$ cat src/rtl/manchester_frame_receiver_assert.svh
// assertion macros for the manchester frame receiver
`ifndef MANCHESTER_FRAME_RECEIVER_ASSERT_SVH
`define MANCHESTER_FRAME_RECEIVER_ASSERT_SVH

// same-cycle implication, checked outside reset
`define MFR_ASSERT_NOW(label, clk, rst, ante, cons) \
   label: assert property (@(posedge clk) disable iff (rst) (ante) |-> (cons)) \
      else $error("manchester frame receiver: same-cycle check failed");

// next-cycle implication, checked outside reset
`define MFR_ASSERT_NEXT(label, clk, rst, ante, cons) \
   label: assert property (@(posedge clk) disable iff (rst) (ante) |=> (cons)) \
      else $error("manchester frame receiver: next-cycle check failed");

`endif

$ cat src/rtl/mfr_pkg.sv
package mfr_pkg;

   // timer width and saturation value
   localparam int TIMER_WIDTH = 9;
   localparam logic [TIMER_WIDTH-1:0] TICK_MAX = {TIMER_WIDTH{1'b1}};

   typedef logic [TIMER_WIDTH-1:0] tick_type;

   // configuration register indexes
   typedef enum logic [1:0] {
      CSR_MIN_HALF  = 2'd0,
      CSR_MAX_HALF  = 2'd1,
      CSR_MAX_PRE   = 2'd2,
      CSR_UNUSED    = 2'd3
   } csr_index_type;

   // reset values of the configuration registers
   localparam logic [6:0] MIN_HALF_RESET = 7'd40;
   localparam logic [6:0] MAX_HALF_RESET = 7'd68;
   localparam logic [3:0] MAX_PRE_RESET  = 4'd8;

   // result status codes
   typedef enum logic [2:0] {
      ST_OK          = 3'd0,
      ST_SYNC_TMO    = 3'd1,
      ST_PERIOD_ERR  = 3'd2,
      ST_BIT_TIMING  = 3'd3,
      ST_PREAMBLE    = 3'd4
   } status_type;

   // receiver phases
   typedef enum logic [3:0] {
      PH_IDLE     = 4'd0,
      PH_S1_HI    = 4'd1,
      PH_S2_LO    = 4'd2,
      PH_S2_HI    = 4'd3,
      PH_S3_LO    = 4'd4,
      PH_S3_HI    = 4'd5,
      PH_S4_LO    = 4'd6,
      PH_PRE_WAIT = 4'd7,
      PH_PRE_EDGE = 4'd8,
      PH_ADR_WAIT = 4'd9,
      PH_ADR_EDGE = 4'd10,
      PH_DAT_WAIT = 4'd11,
      PH_DAT_EDGE = 4'd12
   } phase_type;

   // configuration set handed to the decoder
   typedef struct packed {
      logic [6:0] min_half;
      logic [6:0] max_half;
      logic [3:0] max_pre;
   } cfg_type;

   // one result transaction
   typedef struct packed {
      status_type status;
      logic [7:0] address;
      logic [7:0] payload;
   } result_type;

   // timer past its limit, or saturated
   function automatic logic timed_out(tick_type tick, tick_type limit);
      return (tick > limit) || (tick == TICK_MAX);
   endfunction

endpackage

$ cat src/rtl/mfr_decoder.sv
module mfr_decoder (
   input  logic                clock,
   input  logic                reset,
   input  logic                accept,
   input  logic                rx_level,
   input  mfr_pkg::cfg_type    cfg,
   output logic                result_valid,
   output mfr_pkg::result_type result
);

   mfr_pkg::phase_type phase_ff, phase_in;
   mfr_pkg::tick_type  tick_ff, tick_in;
   logic               last_ff, last_in;
   logic [7:0]         early_ff, early_in;
   logic [8:0]         late_ff, late_in;
   logic               held_ff, held_in;
   logic [3:0]         bidx_ff, bidx_in;
   logic [7:0]         addr_ff, addr_in;
   logic [7:0]         data_ff, data_in;

   mfr_pkg::tick_type  tick_inc;
   mfr_pkg::tick_type  lim_half;
   mfr_pkg::tick_type  lim_full;
   mfr_pkg::tick_type  lim_late;
   logic [7:0]         period;
   logic [7:0]         twice_min;
   logic [7:0]         twice_max;
   logic [4:0]         pre_next;
   logic [3:0]         bidx_inc;
   logic               bit_val;
   logic [7:0]         data_shifted;

   // saturating timer step and derived limits
   always_comb begin
      tick_inc     = (tick_ff == mfr_pkg::TICK_MAX) ? tick_ff : tick_ff + 1'b1;
      twice_max    = {cfg.max_half, 1'b0};
      twice_min    = {cfg.min_half, 1'b0};
      lim_half     = mfr_pkg::tick_type'(cfg.max_half);
      lim_full     = mfr_pkg::tick_type'(twice_max);
      lim_late     = mfr_pkg::tick_type'(late_ff);
      period       = tick_inc[7:0];
      pre_next     = {1'b0, bidx_ff} + 5'd1;
      bidx_inc     = bidx_ff + 4'd1;
      bit_val      = ~held_ff;
      data_shifted = {data_ff[6:0], bit_val};
   end

   // next state and result
   always_comb begin
      phase_in       = phase_ff;
      tick_in        = tick_ff;
      last_in        = last_ff;
      early_in       = early_ff;
      late_in        = late_ff;
      held_in        = held_ff;
      bidx_in        = bidx_ff;
      addr_in        = addr_ff;
      data_in        = data_ff;
      result_valid   = 1'b0;
      result.status  = mfr_pkg::ST_OK;
      result.address = 8'd0;
      result.payload = 8'd0;
      if (accept) begin
         last_in = rx_level;
         if (phase_ff != mfr_pkg::PH_IDLE) begin
            tick_in = tick_inc;
         end
         case (phase_ff)
            mfr_pkg::PH_S1_HI: begin
               if (!rx_level) begin
                  tick_in  = '0;
                  phase_in = mfr_pkg::PH_S2_LO;
               end else if (mfr_pkg::timed_out(tick_inc, lim_half)) begin
                  result_valid  = 1'b1;
                  result.status = mfr_pkg::ST_SYNC_TMO;
               end
            end
            mfr_pkg::PH_S2_LO, mfr_pkg::PH_S3_LO: begin
               if (rx_level) begin
                  phase_in = (phase_ff == mfr_pkg::PH_S2_LO) ? mfr_pkg::PH_S2_HI
                                                             : mfr_pkg::PH_S3_HI;
               end else if (mfr_pkg::timed_out(tick_inc, lim_half)) begin
                  result_valid  = 1'b1;
                  result.status = mfr_pkg::ST_SYNC_TMO;
               end
            end
            mfr_pkg::PH_S2_HI: begin
               if (!rx_level) begin
                  tick_in  = '0;
                  phase_in = mfr_pkg::PH_S3_LO;
               end else if (mfr_pkg::timed_out(tick_inc, lim_full)) begin
                  result_valid  = 1'b1;
                  result.status = mfr_pkg::ST_SYNC_TMO;
               end
            end
            mfr_pkg::PH_S3_HI: begin
               if (!rx_level) begin
                  // full symbol measured: range check and sample windows
                  tick_in = '0;
                  if (period < twice_min || period > twice_max) begin
                     result_valid  = 1'b1;
                     result.status = mfr_pkg::ST_PERIOD_ERR;
                  end else begin
                     early_in = period - {2'b00, period[7:2]};
                     late_in  = {1'b0, period} + {3'b000, period[7:2]};
                     phase_in = mfr_pkg::PH_S4_LO;
                  end
               end else if (mfr_pkg::timed_out(tick_inc, lim_full)) begin
                  result_valid  = 1'b1;
                  result.status = mfr_pkg::ST_SYNC_TMO;
               end
            end
            mfr_pkg::PH_S4_LO: begin
               if (rx_level) begin
                  tick_in  = '0;
                  bidx_in  = 4'd0;
                  phase_in = mfr_pkg::PH_PRE_WAIT;
               end else if (mfr_pkg::timed_out(tick_inc, lim_half)) begin
                  result_valid  = 1'b1;
                  result.status = mfr_pkg::ST_SYNC_TMO;
               end
            end
            mfr_pkg::PH_PRE_WAIT, mfr_pkg::PH_ADR_WAIT, mfr_pkg::PH_DAT_WAIT: begin
               // hold the level once the early window opens
               if (tick_inc >= mfr_pkg::tick_type'(early_ff)) begin
                  held_in = rx_level;
                  case (phase_ff)
                     mfr_pkg::PH_PRE_WAIT: phase_in = mfr_pkg::PH_PRE_EDGE;
                     mfr_pkg::PH_ADR_WAIT: phase_in = mfr_pkg::PH_ADR_EDGE;
                     default:              phase_in = mfr_pkg::PH_DAT_EDGE;
                  endcase
               end
            end
            mfr_pkg::PH_PRE_EDGE, mfr_pkg::PH_ADR_EDGE, mfr_pkg::PH_DAT_EDGE: begin
               if (rx_level == held_ff) begin
                  if (mfr_pkg::timed_out(tick_inc, lim_late)) begin
                     result_valid  = 1'b1;
                     result.status = mfr_pkg::ST_BIT_TIMING;
                  end
               end else begin
                  // mid-symbol transition decodes one bit
                  tick_in = '0;
                  case (phase_ff)
                     mfr_pkg::PH_PRE_EDGE: begin
                        if (!bit_val) begin
                           bidx_in  = 4'd0;
                           addr_in  = 8'd0;
                           phase_in = mfr_pkg::PH_ADR_WAIT;
                        end else if (pre_next > {1'b0, cfg.max_pre}) begin
                           result_valid  = 1'b1;
                           result.status = mfr_pkg::ST_PREAMBLE;
                        end else begin
                           bidx_in  = pre_next[3:0];
                           phase_in = mfr_pkg::PH_PRE_WAIT;
                        end
                     end
                     mfr_pkg::PH_ADR_EDGE: begin
                        addr_in = {addr_ff[6:0], bit_val};
                        if (bidx_inc >= 4'd8) begin
                           bidx_in  = 4'd0;
                           data_in  = 8'd0;
                           phase_in = mfr_pkg::PH_DAT_WAIT;
                        end else begin
                           bidx_in  = bidx_inc;
                           phase_in = mfr_pkg::PH_ADR_WAIT;
                        end
                     end
                     default: begin
                        data_in = data_shifted;
                        if (bidx_inc >= 4'd8) begin
                           bidx_in        = 4'd0;
                           result_valid   = 1'b1;
                           result.status  = mfr_pkg::ST_OK;
                           result.address = addr_ff;
                           result.payload = data_shifted;
                        end else begin
                           bidx_in  = bidx_inc;
                           phase_in = mfr_pkg::PH_DAT_WAIT;
                        end
                     end
                  endcase
               end
            end
            default: begin
               // idle: a rising edge arms the receiver
               phase_in = mfr_pkg::PH_IDLE;
               if (rx_level && !last_ff) begin
                  phase_in = mfr_pkg::PH_S1_HI;
                  tick_in  = '0;
               end
            end
         endcase
         if (result_valid) begin
            phase_in = mfr_pkg::PH_IDLE;
         end
      end
   end

   // state registers
   always_ff @(posedge clock) begin
      if (reset) begin
         phase_ff <= mfr_pkg::PH_IDLE;
         tick_ff  <= '0;
         last_ff  <= 1'b0;
         early_ff <= 8'd0;
         late_ff  <= 9'd0;
         held_ff  <= 1'b0;
         bidx_ff  <= 4'd0;
         addr_ff  <= 8'd0;
         data_ff  <= 8'd0;
      end else begin
         phase_ff <= phase_in;
         tick_ff  <= tick_in;
         last_ff  <= last_in;
         early_ff <= early_in;
         late_ff  <= late_in;
         held_ff  <= held_in;
         bidx_ff  <= bidx_in;
         addr_ff  <= addr_in;
         data_ff  <= data_in;
      end
   end

endmodule

$ cat src/rtl/mfr_result_buffer.sv
module mfr_result_buffer (
   input  logic                clock,
   input  logic                reset,
   input  logic                push,
   input  mfr_pkg::result_type push_data,
   input  logic                pop,
   output logic                full,
   output logic                not_empty,
   output mfr_pkg::result_type head
);

   mfr_pkg::result_type mem_ff [2];
   logic                wr_ptr_ff, wr_ptr_in;
   logic                rd_ptr_ff, rd_ptr_in;
   logic [1:0]          count_ff, count_in;
   logic                do_pop;

   // two-entry queue between the decoder and the result channel
   always_comb begin
      do_pop    = pop && (count_ff != 2'd0);
      wr_ptr_in = push ? ~wr_ptr_ff : wr_ptr_ff;
      rd_ptr_in = do_pop ? ~rd_ptr_ff : rd_ptr_ff;
      count_in  = count_ff + {1'b0, push} - {1'b0, do_pop};
      full      = (count_ff == 2'd2);
      not_empty = (count_ff != 2'd0);
      head      = mem_ff[rd_ptr_ff];
   end

   // entry storage
   always_ff @(posedge clock) begin
      if (push) begin
         mem_ff[wr_ptr_ff] <= push_data;
      end
   end

   // pointers and fill count
   always_ff @(posedge clock) begin
      if (reset) begin
         wr_ptr_ff <= 1'b0;
         rd_ptr_ff <= 1'b0;
         count_ff  <= 2'd0;
      end else begin
         wr_ptr_ff <= wr_ptr_in;
         rd_ptr_ff <= rd_ptr_in;
         count_ff  <= count_in;
      end
   end

endmodule

$ cat src/rtl/manchester_frame_receiver.sv
// channel   direction  handshake          payload
// req       in         req_valid/stall    req_rx_level
// rsp       out        rsp_valid/stall    rsp_status, rsp_address, rsp_payload
// csr       in         csr_valid/ready    csr_index, csr_data
//
// one sample transaction per cycle while req_stall is low; the decoder
// updates its state in the cycle it takes the sample, and a result sits in
// a two-entry queue from the next cycle on. reset is synchronous and
// returns the decoder to idle with default register values. req_stall is
// high whenever both queue entries are occupied. csr writes complete at once.
`include "manchester_frame_receiver_assert.svh"

module manchester_frame_receiver (
   input  logic       clock,
   input  logic       reset,
   input  logic       req_valid,
   output logic       req_stall,
   input  logic       req_rx_level,
   output logic       rsp_valid,
   input  logic       rsp_stall,
   output logic [2:0] rsp_status,
   output logic [7:0] rsp_address,
   output logic [7:0] rsp_payload,
   input  logic       csr_valid,
   output logic       csr_ready,
   input  logic [1:0] csr_index,
   input  logic [6:0] csr_data
);

   mfr_pkg::cfg_type    cfg_ff, cfg_in;
   mfr_pkg::result_type result;
   mfr_pkg::result_type head;
   logic                result_valid;
   logic                accept;
   logic                full;
   logic                not_empty;

   // configuration registers
   always_comb begin
      csr_ready = 1'b1;
      cfg_in    = cfg_ff;
      if (csr_valid) begin
         case (mfr_pkg::csr_index_type'(csr_index))
            mfr_pkg::CSR_MIN_HALF: cfg_in.min_half = csr_data;
            mfr_pkg::CSR_MAX_HALF: cfg_in.max_half = csr_data;
            mfr_pkg::CSR_MAX_PRE:  cfg_in.max_pre  = csr_data[3:0];
            default:               cfg_in          = cfg_ff;
         endcase
      end
   end

   always_ff @(posedge clock) begin
      if (reset) begin
         cfg_ff.min_half <= mfr_pkg::MIN_HALF_RESET;
         cfg_ff.max_half <= mfr_pkg::MAX_HALF_RESET;
         cfg_ff.max_pre  <= mfr_pkg::MAX_PRE_RESET;
      end else begin
         cfg_ff <= cfg_in;
      end
   end

   // sample transaction handshake
   assign req_stall = full;
   assign accept    = req_valid && !full;

   mfr_decoder u_decoder (
      .clock        (clock),
      .reset        (reset),
      .accept       (accept),
      .rx_level     (req_rx_level),
      .cfg          (cfg_ff),
      .result_valid (result_valid),
      .result       (result)
   );

   mfr_result_buffer u_buffer (
      .clock     (clock),
      .reset     (reset),
      .push      (result_valid),
      .push_data (result),
      .pop       (!rsp_stall),
      .full      (full),
      .not_empty (not_empty),
      .head      (head)
   );

   // result channel
   assign rsp_valid   = not_empty;
   assign rsp_status  = head.status;
   assign rsp_address = head.address;
   assign rsp_payload = head.payload;

   // checks
   `MFR_ASSERT_NOW(a_full_shows_result, clock, reset, req_stall, rsp_valid)
   `MFR_ASSERT_NOW(a_error_clears_fields, clock, reset,
      result_valid && (result.status != mfr_pkg::ST_OK),
      (result.address == 8'd0) && (result.payload == 8'd0))
   `MFR_ASSERT_NEXT(a_drain_frees_slot, clock, reset,
      rsp_valid && !rsp_stall && !result_valid, !req_stall)
   `MFR_ASSERT_NOW(a_result_needs_sample, clock, reset, result_valid, accept)

endmodule

$ cat config.mk
export PLATFORM = sky130hd
export DESIGN_NAME = manchester_frame_receiver
export DESIGN_NICKNAME = d
export VERILOG_FILES = /design/src/rtl/mfr_pkg.sv /design/src/rtl/mfr_decoder.sv /design/src/rtl/mfr_result_buffer.sv /design/src/rtl/manchester_frame_receiver.sv
export VERILOG_INCLUDE_DIRS = /design/src /design/src/rtl
export SDC_FILE = /design/constraint.sdc
export NUM_CORES = 1
export LEC_CHECK = 0
export ABC_AREA = 1
export BUFFER_PORTS_ARGS = -buffer_cell sky130_fd_sc_hd__clkbuf_2
export CAP_MARGIN = 20
export CORE_MARGIN = 3
export CORE_UTILIZATION = 42
export DETAILED_ROUTE_END_ITERATION = 12
export PLACE_DENSITY = 0.65
export SYNTH_ARGS = -nofsm -noshare
export SYNTH_HDL_FRONTEND = slang
export SYNTH_SLANG_ARGS = --single-unit
export TNS_END_PERCENT = 1
$ cat constraint.sdc
create_clock -name clock -period 6.1 [get_ports clock]
set_input_delay 1.22 -clock clock [delete_from_list [all_inputs] [get_ports clock]]
set_output_delay 1.22 -clock clock [all_outputs]
set_load 0.02 [all_outputs]
==> reports/summary.txt <==
Run status - finished clean
Post-route setup TNS - 0 ps
Per-cell routed wire length - 13.4 microns
Count of buffers added by post-CTS timing repair for setup - 0
Seq cells post-synth - 111
Pwr dens - 404 mW/mm^2
Delay contributed by the slowest stage of the critical path - 430 ps
Biggest area contributors in the synthesized netlist - dfxtp_1, edfxtp_1, ha_1
Final setup viols - 0
Fraction of post-synthesis cell area in the top cell type by area - 22.6%
Synth-to-Final Area Change - 10.3%
Crit path launch type - register
Proportion of total power due to net switching - 42.8%
Most Frequent Cell on Critical Path - ha_1
Crit path arrival time - 4090 ps
Number of nets still failing antenna checks after routing - 0
Synthesized area per cell - 8.06 sq um
Antenna diodes - 0
Total clock buffers created by CTS - 9
Number of detailed-routing iterations run before antenna repair - 7
Post-Place Cells - 1007
Maximum fanout along the worst path - 12
Total of cells resized after clock tree synthesis - 0
Worst hold slack after final layout - 456 ps
Critical Path End Type - register
Maximum vdd ir drop - 0.315 mV
Internal power of the cells - 1.65 mW
Count of endpoints failing hold in the final timing report - 0
Die Ht - 130 microns
First-pass GRT wire length - 22.8 mm
Final count of pins violating max slew - 0
Count of maximum capacitance violations - 0
Warnings from Yosys - 0
Final period util - 62.7%
Clock latency reported for the late side of the worst-skew pair - 360 ps
Count of buffering cells on the critical path with inverters included - 2
Routed via count divided by cell count - 5.03
Library cells used by synthesis - 47
Number of buffers inserted for hold repair after clock tree synthesis - 0
Global router's overall resource usage - 17.0%
Chip Width - 130 microns
Effective utilization at floorplan - 43.6%
Count of unresolved DRC violations after routing - 0
Combined area of all synthesized cells - 0.00646 sq mm
Count of pins on the block boundary - 37
DR vias - 5149
Flop pwr share - 31.5%
Kind of critical path - reg2reg
DIE AREA - 0.0169 sq mm
Top Family by Delay on Critical Path - simple AND/OR/NAND/NOR gates
Final HPWL from detailed placement - 10.0 mm
Number of instances in the synthesized netlist - 801
Total Routed Length - 13.8 mm
Post-synth top cells - nand2_1, inv_1, nor2_1, a21oi_1, dfxtp_1
Maximum achievable frequency - 261 MHz
Least-Margin Pin Slew - 849 ps
Core area - 0.0148 sq mm
Core Rows - 44
Sequential fraction of the synthesis area - 40.3%
Number of enable flip-flop cells after synthesis - 38
# fillers - 1453
Net count after synthesis - 873
TritonCTS sink count - 111
Layout cells sized above 1 - 11.9%
Share of power burned in the clock network - 21.4%
Number of input and output port buffers inserted - 35
Crit path cell chain - ha_1 > inv_2 > nor2_4 > nand3_4 > nand2_1 > ha_1 > a21oi_1 > nor2_1 > a211oi_1 > nand2_2 > a21oi_2 > nor2_2 > nand2_4 > nand2_4 > ha_1 > inv_1 > ha_1 > xor2_1 > o21ai_0 > a21oi_1
DP Area - 0.00681 sq mm
Leak Pwr - 3.04 nW
Power spent charging and discharging nets - 1.23 mW
Fin area - 0.00712 sq mm
Clock-pin slew on the worst setup and hold paths - 80 ps
Cell with the most instances after synthesis - nand2_1
Slowest stage cell on the critical path - nand2_1
Final estimated routing congestion in global placement - 0.947
Drt initial violations - 267
Worst Skew - 9.49 ps
Longest Clk Path Bufs - 2
Worst endpoint required time - 6360 ps
Shortest clock period the worst path allows after layout - 3830 ps
Final-stage net count - 906
Number of standard cells in the layout, taps in and fillers out - 1023
H-tree depth - 3
Unrepaired setup endpoints after global routing - false
Worst hold-check path type - reg2reg
Antenna violations before repair - 0
Fraction of power consumed by combinational cells - 47.1%
Largest net degree at the start of global routing - 43
Cell type with the largest total area after synthesis - dfxtp_1
Worst slew margin - 43.3%
Overall Power - 2.88 mW
Post-synth ARST share - 0%
Flip-flop cell with the highest count after synthesis - dfxtp_1
CTS tree - yes
Via count of the first global-routing pass - 4756
Total grt overflow - 0
Root Buffer - clkbuf_16
worst register-to-register path, cell delays in order, from the launching register on:
cell and delay [ps]:
dfxtp_1 390, ha_1 260, inv_2 60, nor2_4 190, nand3_4 170, nand2_1 430, ha_1 350, a21oi_1 150
nor2_1 60, a211oi_1 220, nand2_2 120, a21oi_2 180, nor2_2 70, nand2_4 110, nand2_4 100, ha_1 300
inv_1 40, ha_1 190, xor2_1 150, o21ai_0 150, a21oi_1 50
per-stage QoR:
step / setup slack [ps] / utilization (%)
global route: 1860 / 48.1
finish: 2270 / 48.1
floorplan: 2330 / -
global placement: 2390 / 46.0
detailed placement: 2270 / 46.0
CTS: 2250 / 48.1
final timing paths:
path | slack, ps | start | depth (start not counted) | end
setup / recovery | 2270 | u_decoder.tick_ff[1]$_SDFFE_PP0P_ | 20 | u_buffer.count_ff[1]$_SDFF_PP0_
hold / removal | 460 | u_buffer.count_ff[1]$_SDFF_PP0_ | 1 | u_buffer.count_ff[1]$_SDFF_PP0_
setup reg to reg | 2270 | u_decoder.tick_ff[1]$_SDFFE_PP0P_ | 20 | u_buffer.count_ff[1]$_SDFF_PP0_
hold reg to reg | 460 | u_buffer.count_ff[1]$_SDFF_PP0_ | 1 | u_buffer.count_ff[1]$_SDFF_PP0_
cells by family (layout without fill, tap and decap cells):
kind of cell / after synthesis / in the layout / synth area share, %
buf+inv: 141 / 179 / 8.47
mux: 19 / 19 / 3.31
other cells: 1 / 1 / 0.0581
xor+xnor: 18 / 18 / 2.44
flops: 111 / 111 / 40.3
compound gates: 168 / 168 / 14.6
simple gates: 286 / 286 / 19.5
fa+ha+maj: 57 / 57 / 11.3
sequential cells by signal, indices dropped and copies added, names as in the netlist, named ones only:
name and count:
u_decoder.late_ff 9, u_decoder.bidx_ff 4, u_buffer.wr_ptr_ff 1, u_decoder.phase_ff 4, u_decoder.addr_ff 8, u_buffer.count_ff 2, u_decoder.tick_ff 9, u_buffer.rd_ptr_ff 1
u_decoder.held_ff 1, cfg_ff 18, u_buffer.mem_ff 38, u_decoder.data_ff 7, u_decoder.last_ff 1, u_decoder.early_ff 7
layout by cell type (no fill, tap or decap), types with 2 or more instances in the layout:
cell,netlist,layout
fa_1,2,2
nor2_1,88,88
xnor2_1,2,2
nor2_2,3,3
ha_1,55,55
a22oi_1,4,4
xor2_1,16,16
a21oi_2,2,2
inv_1,121,121
nand3b_1,2,2
nand4_1,4,4
o211ai_1,10,10
nand2_2,12,12
nand2_4,4,4
a21oi_1,85,85
inv_8,0,3
mux2_2,19,19
o21ai_0,41,41
clkinv_1,3,3
a211oi_1,12,12
o22ai_1,2,2
clkbuf_16,0,9
nand3_1,29,29
nor2_4,2,2
clkinv_8,0,3
edfxtp_1,38,38
buf_4,1,3
nand2_1,128,128
or3_1,3,3
o21ai_1,2,2
o21bai_1,4,4
clkbuf_2,0,35
nor3_1,6,6
dfxtp_1,73,73
power by group through the flow:
| stage | Clock, mW | Combinational (mW) | Sequential, mW |
|---|---|---|---|
| global route | 0.661 | 1.55 | 0.917 |
| CTS | 0.634 | 1.36 | 0.907 |
| detailed placement | 0 | 1.35 | 0.924 |
| finish | 0.617 | 1.35 | 0.905 |
| global placement | 0 | 1.35 | 0.922 |
| floorplan | 0 | 1.08 | 0.895 |
layout make-up:
| cell class | count | area [sq um] | area share [%] |
|---|---|---|---|
| multi-input cells | 549 | 3310 | 46.4 |
| flip-flops and latches | 111 | 2600 | 36.5 |
| inverters | 125 | 469 | 6.59 |
| well taps | 184 | 230 | 3.23 |
| clock buffers | 9 | 225 | 3.16 |
| repair buffers | 38 | 198 | 2.78 |
| clock inverters | 7 | 91.3 | 1.28 |
per-layer routing:
| metal | vias to the layer above | GRT usage [%] | share of wire, % |
|---|---|---|---|
| met2 | 83 | 27.0 | 44 |
| met3 | 21 | 3.48 | 3.4 |
| met5 | - | 0 | 0 |
| met1 | 2322 | 22.9 | 50 |
| li1 | 2723 | - | - |
| met4 | 0 | 6.42 | 2.4 |
Power figures use the tool's default switching activity.
